`src/sv/ipds_pkg.sv`:
```
// Shared types, widths and register codes of the incremental PD steering block.
package ipds_pkg;

  localparam int unsigned ErrW     = 16;               // error sample, Q4.12
  localparam int unsigned GainW    = 16;               // gains, Q8.8
  localparam int unsigned CeilW    = 15;               // error ceiling, unsigned Q3.12
  localparam int unsigned LimW     = 16;               // drive limit, Q8.8
  localparam int unsigned CfgDataW = 16;               // widest register
  localparam int unsigned CfgIdxW  = 2;
  localparam int unsigned D1W      = ErrW + 1;         // e - e1
  localparam int unsigned D2W      = ErrW + 2;         // e - 2*e1 + e2
  localparam int unsigned ProdPW   = GainW + 1 + D1W;  // signed gain times d1
  localparam int unsigned ProdDW   = GainW + 1 + D2W;  // signed gain times d2
  localparam int unsigned RawW     = ProdDW + 1;
  localparam int unsigned FracBits = 12;
  localparam int unsigned IncW     = RawW - FracBits;
  localparam int unsigned AccW     = 32;
  localparam int unsigned MagW     = 16;
  localparam int unsigned OutDataW = 24;               // magnitude, direction, zero fill

  localparam logic [GainW-1:0] GainPReset = 16'd9779;
  localparam logic [GainW-1:0] GainDReset = 16'd717;
  localparam logic [CeilW-1:0] CeilReset  = 15'd6144;
  localparam logic [LimW-1:0]  LimReset   = 16'd25600;

  typedef enum logic [CfgIdxW-1:0] {
    REG_GAIN_P        = 2'd0,
    REG_GAIN_D        = 2'd1,
    REG_ERROR_CEILING = 2'd2,
    REG_DRIVE_LIMIT   = 2'd3
  } reg_idx_e;

  typedef struct packed {
    logic [GainW-1:0] gain_p;
    logic [GainW-1:0] gain_d;
    logic [CeilW-1:0] error_ceiling;
    logic [LimW-1:0]  drive_limit;
  } cfg_t;

endpackage

```
`src/sv/incremental_pd_steering_core.sv`:
```
// Incremental PD steering controller: one error request in, one drive request out,
// accepted at one per clock while the result is not stalled. A request passes from
// acceptance to the result register through six register stages: input register, clamp
// and error differences, gain products, rounded increment, saturating accumulator, then
// limit to the drive magnitude and direction. The accumulator register adds one
// increment per cycle while the pipeline advances. All stages advance together; a
// stalled result holds the whole pipeline and input ready follows the output side. The
// user must write registers only while the block is idle; the block does not enforce it.
module incremental_pd_steering_core (
  input  logic                               clk_i,
  input  logic                               rst_ni,
  input  logic                               cfg_we_i,
  input  logic [ipds_pkg::CfgIdxW-1:0]       cfg_index_i,
  input  logic [ipds_pkg::CfgDataW-1:0]      cfg_wdata_i,
  input  logic                               s_axis_tvalid,
  output logic                               s_axis_tready,
  input  logic [ipds_pkg::ErrW-1:0]          s_axis_tdata,   // [15:0] error_sample
  output logic                               m_axis_tvalid,
  input  logic                               m_axis_tready,
  output logic [ipds_pkg::OutDataW-1:0]      m_axis_tdata    // [15:0] drive_magnitude,
                                                             // [16] turn_right, [23:17] zero
);

  ipds_pkg::cfg_t                     cfg;
  logic                               adv;
  logic                               inc_valid;
  logic signed [ipds_pkg::IncW-1:0]   inc;
  logic [ipds_pkg::MagW-1:0]          drive_magnitude;
  logic                               turn_right;

  // Advance every stage unless a result is waiting to be taken.
  assign adv           = !m_axis_tvalid || m_axis_tready;
  assign s_axis_tready = adv;

  ipds_cfg_regs u_cfg (
    .clk_i       (clk_i),
    .rst_ni      (rst_ni),
    .cfg_we_i    (cfg_we_i),
    .cfg_index_i (cfg_index_i),
    .cfg_wdata_i (cfg_wdata_i),
    .cfg_o       (cfg)
  );

  ipds_incr u_incr (
    .clk_i       (clk_i),
    .rst_ni      (rst_ni),
    .adv_i       (adv),
    .in_valid_i  (s_axis_tvalid),
    .err_i       ($signed(s_axis_tdata)),
    .cfg_i       (cfg),
    .inc_valid_o (inc_valid),
    .inc_o       (inc)
  );

  ipds_accum u_accum (
    .clk_i             (clk_i),
    .rst_ni            (rst_ni),
    .adv_i             (adv),
    .inc_valid_i       (inc_valid),
    .inc_i             (inc),
    .drive_limit_i     (cfg.drive_limit),
    .out_valid_o       (m_axis_tvalid),
    .drive_magnitude_o (drive_magnitude),
    .turn_right_o      (turn_right)
  );

  assign m_axis_tdata = {(ipds_pkg::OutDataW - ipds_pkg::MagW - 1)'(0), turn_right,
                         drive_magnitude};

endmodule

```
`src/sv/ipds_cfg_regs.sv`:
```
// Configuration register file: gains, error ceiling and drive limit.
module ipds_cfg_regs (
  input  logic                               clk_i,
  input  logic                               rst_ni,
  input  logic                               cfg_we_i,
  input  logic [ipds_pkg::CfgIdxW-1:0]       cfg_index_i,
  input  logic [ipds_pkg::CfgDataW-1:0]      cfg_wdata_i,
  output ipds_pkg::cfg_t                     cfg_o
);

  ipds_pkg::cfg_t cfg_q;

  always_ff @(posedge clk_i or negedge rst_ni) begin
    if (!rst_ni) begin
      cfg_q.gain_p        <= ipds_pkg::GainPReset;
      cfg_q.gain_d        <= ipds_pkg::GainDReset;
      cfg_q.error_ceiling <= ipds_pkg::CeilReset;
      cfg_q.drive_limit   <= ipds_pkg::LimReset;
    end else if (cfg_we_i) begin
      unique case (ipds_pkg::reg_idx_e'(cfg_index_i))
        ipds_pkg::REG_GAIN_P:        cfg_q.gain_p        <= cfg_wdata_i;
        ipds_pkg::REG_GAIN_D:        cfg_q.gain_d        <= cfg_wdata_i;
        ipds_pkg::REG_ERROR_CEILING: cfg_q.error_ceiling <= cfg_wdata_i[ipds_pkg::CeilW-1:0];
        ipds_pkg::REG_DRIVE_LIMIT:   cfg_q.drive_limit   <= cfg_wdata_i;
        default: ;
      endcase
    end
  end

  assign cfg_o = cfg_q;

endmodule

```
`src/sv/ipds_incr.sv`:
```
// Input register, error clamp and history, gain products and rounded increment.
module ipds_incr (
  input  logic                               clk_i,
  input  logic                               rst_ni,
  input  logic                               adv_i,
  input  logic                               in_valid_i,
  input  logic signed [ipds_pkg::ErrW-1:0]   err_i,
  input  ipds_pkg::cfg_t                     cfg_i,
  output logic                               inc_valid_o,
  output logic signed [ipds_pkg::IncW-1:0]   inc_o
);

  localparam int unsigned ErrW = ipds_pkg::ErrW;

  logic v0_q, v1_q, v2_q, v3_q;

  logic signed [ErrW-1:0]             err_q;
  logic signed [ErrW-1:0]             prev_q, pprev_q;
  logic signed [ipds_pkg::D1W-1:0]    d1_q;
  logic signed [ipds_pkg::D2W-1:0]    d2_q;
  logic signed [ipds_pkg::ProdPW-1:0] prod_p_q;
  logic signed [ipds_pkg::ProdDW-1:0] prod_d_q;
  logic signed [ipds_pkg::IncW-1:0]   inc_q;

  logic signed [ErrW-1:0]              ceil_s;
  logic signed [ErrW-1:0]              err_clamped;
  logic signed [ipds_pkg::D1W-1:0]     d1_d;
  logic signed [ipds_pkg::D2W-1:0]     d2_d;
  logic signed [ipds_pkg::GainW:0]     gain_p_s, gain_d_s;
  logic signed [ipds_pkg::ProdPW-1:0]  prod_p_d;
  logic signed [ipds_pkg::ProdDW-1:0]  prod_d_d;
  logic signed [ipds_pkg::RawW-1:0]    raw;

  // Clamp from above only; no lower clamp.
  assign ceil_s      = $signed({1'b0, cfg_i.error_ceiling});
  assign err_clamped = (err_q > ceil_s) ? ceil_s : err_q;

  assign d1_d = ipds_pkg::D1W'(err_clamped) - ipds_pkg::D1W'(prev_q);
  assign d2_d = ipds_pkg::D2W'(err_clamped) - (ipds_pkg::D2W'(prev_q) <<< 1)
              + ipds_pkg::D2W'(pprev_q);

  assign gain_p_s = $signed({1'b0, cfg_i.gain_p});
  assign gain_d_s = $signed({1'b0, cfg_i.gain_d});
  assign prod_p_d = gain_p_s * d1_q;
  assign prod_d_d = gain_d_s * d2_q;

  // Round half up, then drop the fraction bits (floor).
  assign raw = ipds_pkg::RawW'(prod_p_q) + ipds_pkg::RawW'(prod_d_q)
             + ipds_pkg::RawW'(1 << (ipds_pkg::FracBits - 1));

  always_ff @(posedge clk_i or negedge rst_ni) begin
    if (!rst_ni) begin
      v0_q    <= 1'b0;
      v1_q    <= 1'b0;
      v2_q    <= 1'b0;
      v3_q    <= 1'b0;
      prev_q  <= '0;
      pprev_q <= '0;
    end else if (adv_i) begin
      v0_q <= in_valid_i;
      v1_q <= v0_q;
      v2_q <= v1_q;
      v3_q <= v2_q;
      if (v0_q) begin
        prev_q  <= err_clamped;
        pprev_q <= prev_q;
      end
    end
  end

  always_ff @(posedge clk_i) begin
    if (adv_i) begin
      err_q    <= err_i;
      d1_q     <= d1_d;
      d2_q     <= d2_d;
      prod_p_q <= prod_p_d;
      prod_d_q <= prod_d_d;
      inc_q    <= raw[ipds_pkg::RawW-1:ipds_pkg::FracBits];
    end
  end

  assign inc_valid_o = v3_q;
  assign inc_o       = inc_q;

endmodule

```
`src/sv/ipds_accum.sv`:
```
// Saturating output accumulator and the limited magnitude / direction result register.
module ipds_accum (
  input  logic                               clk_i,
  input  logic                               rst_ni,
  input  logic                               adv_i,
  input  logic                               inc_valid_i,
  input  logic signed [ipds_pkg::IncW-1:0]   inc_i,
  input  logic [ipds_pkg::LimW-1:0]          drive_limit_i,
  output logic                               out_valid_o,
  output logic [ipds_pkg::MagW-1:0]          drive_magnitude_o,
  output logic                               turn_right_o
);

  localparam int unsigned AccW = ipds_pkg::AccW;

  logic                    v4_q, vout_q;
  logic signed [AccW-1:0]  acc_q;
  logic signed [AccW-1:0]  acc_d;
  logic signed [AccW:0]    acc_sum;
  logic signed [AccW:0]    acc_abs;
  logic [AccW-1:0]         abs_mag;
  logic [ipds_pkg::MagW-1:0] mag_d, mag_q;
  logic                    dir_q;

  assign acc_sum = (AccW + 1)'(acc_q) + (AccW + 1)'(inc_i);

  // Saturate at the signed accumulator width.
  always_comb begin
    if (acc_sum[AccW] != acc_sum[AccW-1]) begin
      acc_d = acc_sum[AccW] ? {1'b1, {(AccW - 1){1'b0}}} : {1'b0, {(AccW - 1){1'b1}}};
    end else begin
      acc_d = acc_sum[AccW-1:0];
    end
  end

  assign acc_abs = acc_q[AccW-1] ? -((AccW + 1)'(acc_q)) : (AccW + 1)'(acc_q);
  assign abs_mag = acc_abs[AccW-1:0];
  assign mag_d   = (abs_mag > AccW'(drive_limit_i)) ? drive_limit_i
                                                    : abs_mag[ipds_pkg::MagW-1:0];

  always_ff @(posedge clk_i or negedge rst_ni) begin
    if (!rst_ni) begin
      v4_q   <= 1'b0;
      vout_q <= 1'b0;
      acc_q  <= '0;
    end else if (adv_i) begin
      v4_q   <= inc_valid_i;
      vout_q <= v4_q;
      if (inc_valid_i) begin
        acc_q <= acc_d;
      end
    end
  end

  always_ff @(posedge clk_i) begin
    if (adv_i) begin
      mag_q <= mag_d;
      dir_q <= acc_q[AccW-1];
    end
  end

  assign out_valid_o       = vout_q;
  assign drive_magnitude_o = mag_q;
  assign turn_right_o      = dir_q;

endmodule

```
`config.mk`:
```
export PLATFORM = sky130hd
export DESIGN_NAME = incremental_pd_steering_core
export DESIGN_NICKNAME = d
export VERILOG_FILES = /design/src/sv/ipds_pkg.sv /design/src/sv/incremental_pd_steering_core.sv /design/src/sv/ipds_cfg_regs.sv /design/src/sv/ipds_incr.sv /design/src/sv/ipds_accum.sv
export SDC_FILE = /design/constraint.sdc
export NUM_CORES = 2
export LEC_CHECK = 0
export BUFFER_PORTS_ARGS = -buffer_cell sky130_fd_sc_hd__buf_2
export CAP_MARGIN = 20
export CORE_MARGIN = 8
export CORE_UTILIZATION = 35
export CTS_BUF_LIST = sky130_fd_sc_hd__clkbuf_4 sky130_fd_sc_hd__clkbuf_8
export DETAILED_ROUTE_END_ITERATION = 6
export GPL_TIMING_DRIVEN = 0
export MAX_ROUTING_LAYER = met4
export PLACE_DENSITY = 0.56
export SETUP_SLACK_MARGIN = 0.5
export SYNTH_ARGS = -nofsm -noshare
export SYNTH_HDL_FRONTEND = slang
export SYNTH_SLANG_ARGS = --single-unit
```
`constraint.sdc`:
```
create_clock -name clk_i -period 13.9 [get_ports clk_i]
set_input_delay 1.39 -clock clk_i [delete_from_list [all_inputs] [get_ports clk_i]]
set_output_delay 1.39 -clock clk_i [all_outputs]
set_load 0.02 [all_outputs]
```
# Yosys cells after proc, flatten, opt, wreduce, memory -nomap -nowiden
# Cells that the tools add are included.
dict set report op_classes {
  n_addsub 7
  n_mul 2
  div_mod_pow 0
  n_lt_le_gt_ge 2
  eq_ne 4
  n_shift 0
  muxes 5
  bitwise 0
  reduce_logical 9
}
# op n
set op_table {}
lappend op_table {{32-bit 2-to-1 mux} 3}
lappend op_table {{34-bit by 35-bit adder with 36-bit output} 1}
lappend op_table {{36-bit by 13-bit adder with 36-bit output (second input constant)} 1}
lappend op_table {{17-bit by 18-bit multiplier with 35-bit output} 1}
lappend op_table {{17-bit by 17-bit multiplier with 34-bit output} 1}
lappend op_table {{32-bit by 24-bit adder with 33-bit output} 1}
lappend op_table {{32-bit by 16-bit greater-than comparator with 1-bit output} 1}
lappend op_table {{16-bit 2-to-1 mux} 2}
lappend op_table {{32-bit negator} 1}
lappend op_table {{18-bit by 16-bit adder with 18-bit output} 1}
lappend op_table {{16-bit by 17-bit subtractor with 18-bit output} 1}
lappend op_table {{16-bit by 16-bit subtractor with 17-bit output} 1}
lappend op_table {{16-bit greater-than comparator} 1}
lappend op_table {{2-bit AND reduction} 6}
lappend op_table {{2-bit == test (second input constant)} 2}
lappend op_table {{2-bit by 1-bit == test with 1-bit output (second input constant)} 1}
lappend op_table {{2-bit zero test} 1}
lappend op_table {{1-bit zero test} 1}
lappend op_table {{1-bit logical OR} 1}
lappend op_table {{1-bit inequality test} 1}
dict set report totals {
  regBits 294
  latch_bits 0
  mem_bits_rw 0
  mem_bits_ro 0
  input_bits 39
  output_inout_bits 26
  elab_cells 50
  mem_count 0
}

# Depth between registers and ports, before layout
dict set report depth {
  ltp_word 4
  mapped_depth 25
  mapped_depth_nobuf 24
}

# By module
# Synthesis repeated with hierarchy kept, for this count alone.
dict set report unflattened {
  hier_cells 3915
  hier_area_um2 37726.2
}
# mod n_inst cells_each area_per_inst_um2
set by_module_without_submodules {}
lappend by_module_without_submodules {ipds_incr 1 3173 30271.5}
lappend by_module_without_submodules {ipds_accum 1 598 4987.3}
lappend by_module_without_submodules {ipds_cfg_regs 1 134 2397.3}
lappend by_module_without_submodules {incremental_pd_steering_core 1 10 70.1}

# Worst setup path before layout
# OpenSTA, ideal clock, no wires.
dict set report synth_path {
  kind {input port to flip-flop}
  startpoint {input port m_axis_tready}
  endpoint {register u_incr.prev_q[10]}
  t_arrival_ns 7.841
  setup_slack_ns 5.934
  cell_stages 5
  n_path_buf 2
  path_cell_list {nand2b_1 > clkbuf_1 > nand2_1 > clkbuf_1 > mux2_2}
}
dict set report synth_via {
  elab_chain_cells 2
}
# element line
set synth_lines {}
lappend synth_lines {{start: declaration} incremental_pd_steering_core.sv:19} ;# input logic m_axis_tready,
lappend synth_lines {{1-bit logical OR} incremental_pd_steering_core.sv:32} ;# assign adv = !m_axis_tvalid || m_axis_tready;
lappend synth_lines {{net s_axis_tready} incremental_pd_steering_core.sv:16} ;# output logic s_axis_tready,
lappend synth_lines {{2-bit AND reduction (no source line)} -}
lappend synth_lines {{end signal: assignment} ipds_incr.sv:65} ;# prev_q <= err_clamped;
lappend synth_lines {{end: declaration} ipds_incr.sv:18} ;# logic signed [ErrW-1:0] prev_q, pprev_q;
# The timed path passes the listed nets, and every way through them passes these cells.
# A chain may end at the register's enable or synchronous reset.

# Worst setup path after layout
dict set report layout_path {
  startpoint {register u_cfg.cfg_q, in the netlist u_cfg.cfg_o[34]}
  endpoint {register u_incr.prod_d_q[34] (netlist bit) (data pin)}
}
dict set report layout_via {
  elab_chain_cells 1
}
# element line
set layout_lines {}
lappend layout_lines {{start: declaration} ipds_cfg_regs.sv:11} ;# ipds_pkg::cfg_t cfg_q;
lappend layout_lines {{17-bit by 18-bit multiplier with 35-bit output} ipds_incr.sv:45} ;# assign prod_d_d = gain_d_s * d2_q;
lappend layout_lines {{net u_incr.prod_d_d, one bit} ipds_incr.sv:31} ;# logic signed [ipds_pkg::ProdDW-1:0] prod_d_d;
lappend layout_lines {{end signal: assignment} ipds_incr.sv:77} ;# prod_d_q <= prod_d_d;
lappend layout_lines {{end: declaration} ipds_incr.sv:22} ;# logic signed [ipds_pkg::ProdDW-1:0] prod_d_q;
# The timed path passes the listed nets, and every way through them passes these cells.

==> results.md <==
* FF-to-FF setup slack at 5910 ps
* Vias per cell at 4.92
* Yosys Warn Count at 0
* Max clock buf depth at 3
* CP Class: flop to flop
* RSZ-0062 raised after global routing: no
* Skew-Pair Late Insertion Delay at 680 ps
* H-tree depth at 2
* Minimum clock period at 7990 ps
* Post-CTS sizing at 0
* Yosys cell types at 72
* Rows at 120
* Sequential area share after synthesis at 0.218
* Gr ovfl total at 0
* Critical path fanouts, max at 10
* First-pass GRT wire length at 159000 um
* EDFF count, synth at 161
* WP data required at 14240 ps
* HPWL after DPL at 82100 um
* Clock sink count at 294
* Setup TNS at 0 ps
* Nets at 4952
* Final Hold Viols at 0
* Final setup violation count at 0
* GP Congestion at 0.902
* DIE WIDTH at 344 um
* Filler instances at 10650
* Slew of the pin with the lowest slew margin at 987 ps
* Hold buffer count at CTS at 0
* P&R area growth vs syn at 9.24%
* Worst Hold Class: flop to flop
* CTS Buf Count at 54
* Total track usage at 0.177
* Slew HR at 0.325
* Top post-synthesis cells by area: fa_1, edfxtp_1, ha_1
* First-pass detailed-route iteration total at 5
* Most frequent cell after synthesis: inv_1
* Post-CTS setup buffers at 0
* Max Cap Viol at 0
* DRC viols at 0
* Syn Inst Count at 3886
* Share of the synthesized area in the top cell type at 0.277
* Die area at 0.118 mm^2
* Vias in the first global route at 27875
* CTS tree: yes
* Post-DRT Antenna Nets at 0
* Cell taking the most area after synthesis: fa_1
* Die H at 344 um
* Startpoint Class: flop
* I/O Pins at 65
* Most used flip-flop cell after synthesis: edfxtp_1
* Synth cell count leaders: inv_1, fa_1, nand2_1, ha_1, and2_1
* Share of layout cells above drive strength 1 at 0.0798
* Synth Register Bits at 294
* Core Area at 0.107 mm^2
* Fin crit share at 0.575
* Port bufs at 57
* Slew Viols, Final at 0
* Antenna violations before repair at 14
* Post-Syn Area at 0.0376 mm^2
* First DRT Iteration DRCs at 1614
* Final core occ at 0.385
* CP arrival at 8330 ps
* Vias at 26872
* Root Buffer: clkbuf_8
* CTS clock-pin slew for the worst setup and hold paths at 60 ps
* Clock skew at 52.9 ps
* Max Freq at 125 MHz
* Drt wl/cell at 18.5 um
* Initial Util at 0.352
* Status: completed
* Final wirelength at 101000 um
* Endpoint type of the worst setup path: flop
* Synth async-reset ratio at 0.452
* Mean Syn Cell Area at 9.67 um^2
* Largest net degree at the start of global routing at 85
-- cell usage in the layout, fill, tap and decap left out, types with 8 or more instances in the layout --
| cell type | synthesis | layout |
|---|---|---|
| o22ai_1 | 12 | 12 |
| a211oi_1 | 28 | 28 |
| inv_1 | 789 | 789 |
| buf_2 | 2 | 58 |
| o21ai_0 | 132 | 132 |
| and3_1 | 16 | 16 |
| o21bai_1 | 15 | 15 |
| clkbuf_8 | 0 | 57 |
| edfxtp_1 | 161 | 161 |
| ha_1 | 381 | 381 |
| o21a_1 | 35 | 35 |
| buf_4 | 8 | 8 |
| xnor2_1 | 105 | 105 |
| clkbuf_4 | 0 | 25 |
| mux2_2 | 108 | 108 |
| dfrtp_1 | 115 | 115 |
| dfstp_2 | 18 | 18 |
| nand2b_1 | 26 | 26 |
| a21o_1 | 52 | 52 |
| a31oi_1 | 14 | 14 |
| a21oi_1 | 138 | 138 |
| nand3_1 | 32 | 32 |
| clkbuf_1 | 116 | 115 |
| o31ai_1 | 17 | 17 |
| nor2b_1 | 28 | 28 |
| nand2_1 | 398 | 398 |
| xor2_1 | 22 | 22 |
| fa_1 | 520 | 520 |
| nand4_1 | 15 | 15 |
| nor3_1 | 41 | 41 |
| nor2_1 | 98 | 98 |
| a21boi_0 | 8 | 8 |
| nor4_1 | 10 | 10 |
| and2_1 | 285 | 285 |
| or3_1 | 24 | 24 |
| o211ai_1 | 12 | 12 |
-- critical path, cell delays in order (launching register included) --
cell and delay (ps):
dfstp_2 510, clkbuf_1 460, clkbuf_1 520, nand2_1 160, fa_1 550, fa_1 440
fa_1 560, inv_1 60, fa_1 460, fa_1 540, inv_1 50, fa_1 520
inv_1 40, ha_1 370, a21oi_1 150, o21ai_0 120, o31ai_1 510, o21ai_0 370
a41oi_1 520, o211ai_1 180, a2111oi_0 410, a311oi_1 130
-- metal layers --
layer	vias to the layer above	routed length (um)	global-route usage
met2	630	45700	0.281
met5	-	0	-
met3	124	5160	0.0206
li1	12708	-	-
met1	13410	47800	0.243
met4	0	2190	0.0406
-- flip-flops by register name, indices dropped and copies added, names as in the netlist, 17 cells and up --
signal,cells
u_accum.acc_q,32
u_cfg.cfg_o,63
u_incr.prod_p_q,34
u_incr.d1_q,17
u_incr.inc_o,24
u_incr.d2_q,18
u_incr.prod_d_q,35
-- final timing paths --
| path | startpoint | end | depth (start not counted) |
|---|---|---|---|
| worst min-delay path | u_accum.v4_q | u_accum.out_valid_o | 2 |
| worst max-delay path | u_cfg.cfg_o[34] | u_incr.prod_d_q[34] | 21 |
| worst min register to register | u_accum.v4_q | u_accum.out_valid_o | 2 |
| max in group asynchronous | rst_ni | u_cfg.cfg_o[51] | 2 |
| worst max register to register | u_cfg.cfg_o[34] | u_incr.prod_d_q[34] | 21 |
| min in group asynchronous | rst_ni | u_accum.acc_q[30] | 1 |
-- kinds of logic (layout without fill, tap and decap cells) --
group,count (synthesis),after routing,synth area share
compound gates,525,525,0.0883
xor+xnor,127,127,0.0296
fa+ha+maj,901,901,0.404
buf+inv,917,1083,0.0926
flops,294,294,0.218
mux,112,112,0.0334
other cells,1,11,0.0000998
simple gates,1009,1009,0.134
-- metrics by stage --
stage / instance area (um^2) / std cells / worst slack, ps / hold slack [ps]
after floorplan: 37600 / 3892 / 5930 / 411
after global placement: 39600 / 5352 / 1840 / 451
after detailed placement: 39800 / 5358 / 5810 / 451
after CTS: 41000 / 5460 / 5780 / 471
after global routing: 41100 / 5462 / 5390 / 513
final: 41100 / 5465 / 5910 / 470
-- final cells by class --
cell class / count / area (um^2) / share of cell area
buffer: 128 / 524 / 0.0128
timing repair buffer: 64 / 429 / 0.0105
sequential: 294 / 8190 / 0.199
clock buffer: 81 / 965 / 0.0235
inverter: 789 / 2960 / 0.0721
multi-input combinational: 2681 / 25900 / 0.632
tap: 1403 / 1760 / 0.0428
clock inverter: 21 / 283 / 0.00689
antenna: 4 / 10.0 / 0.000244
Power is not shown: default switching activity piles up to over one toggle a cycle in this logic, so the estimate is an artifact.
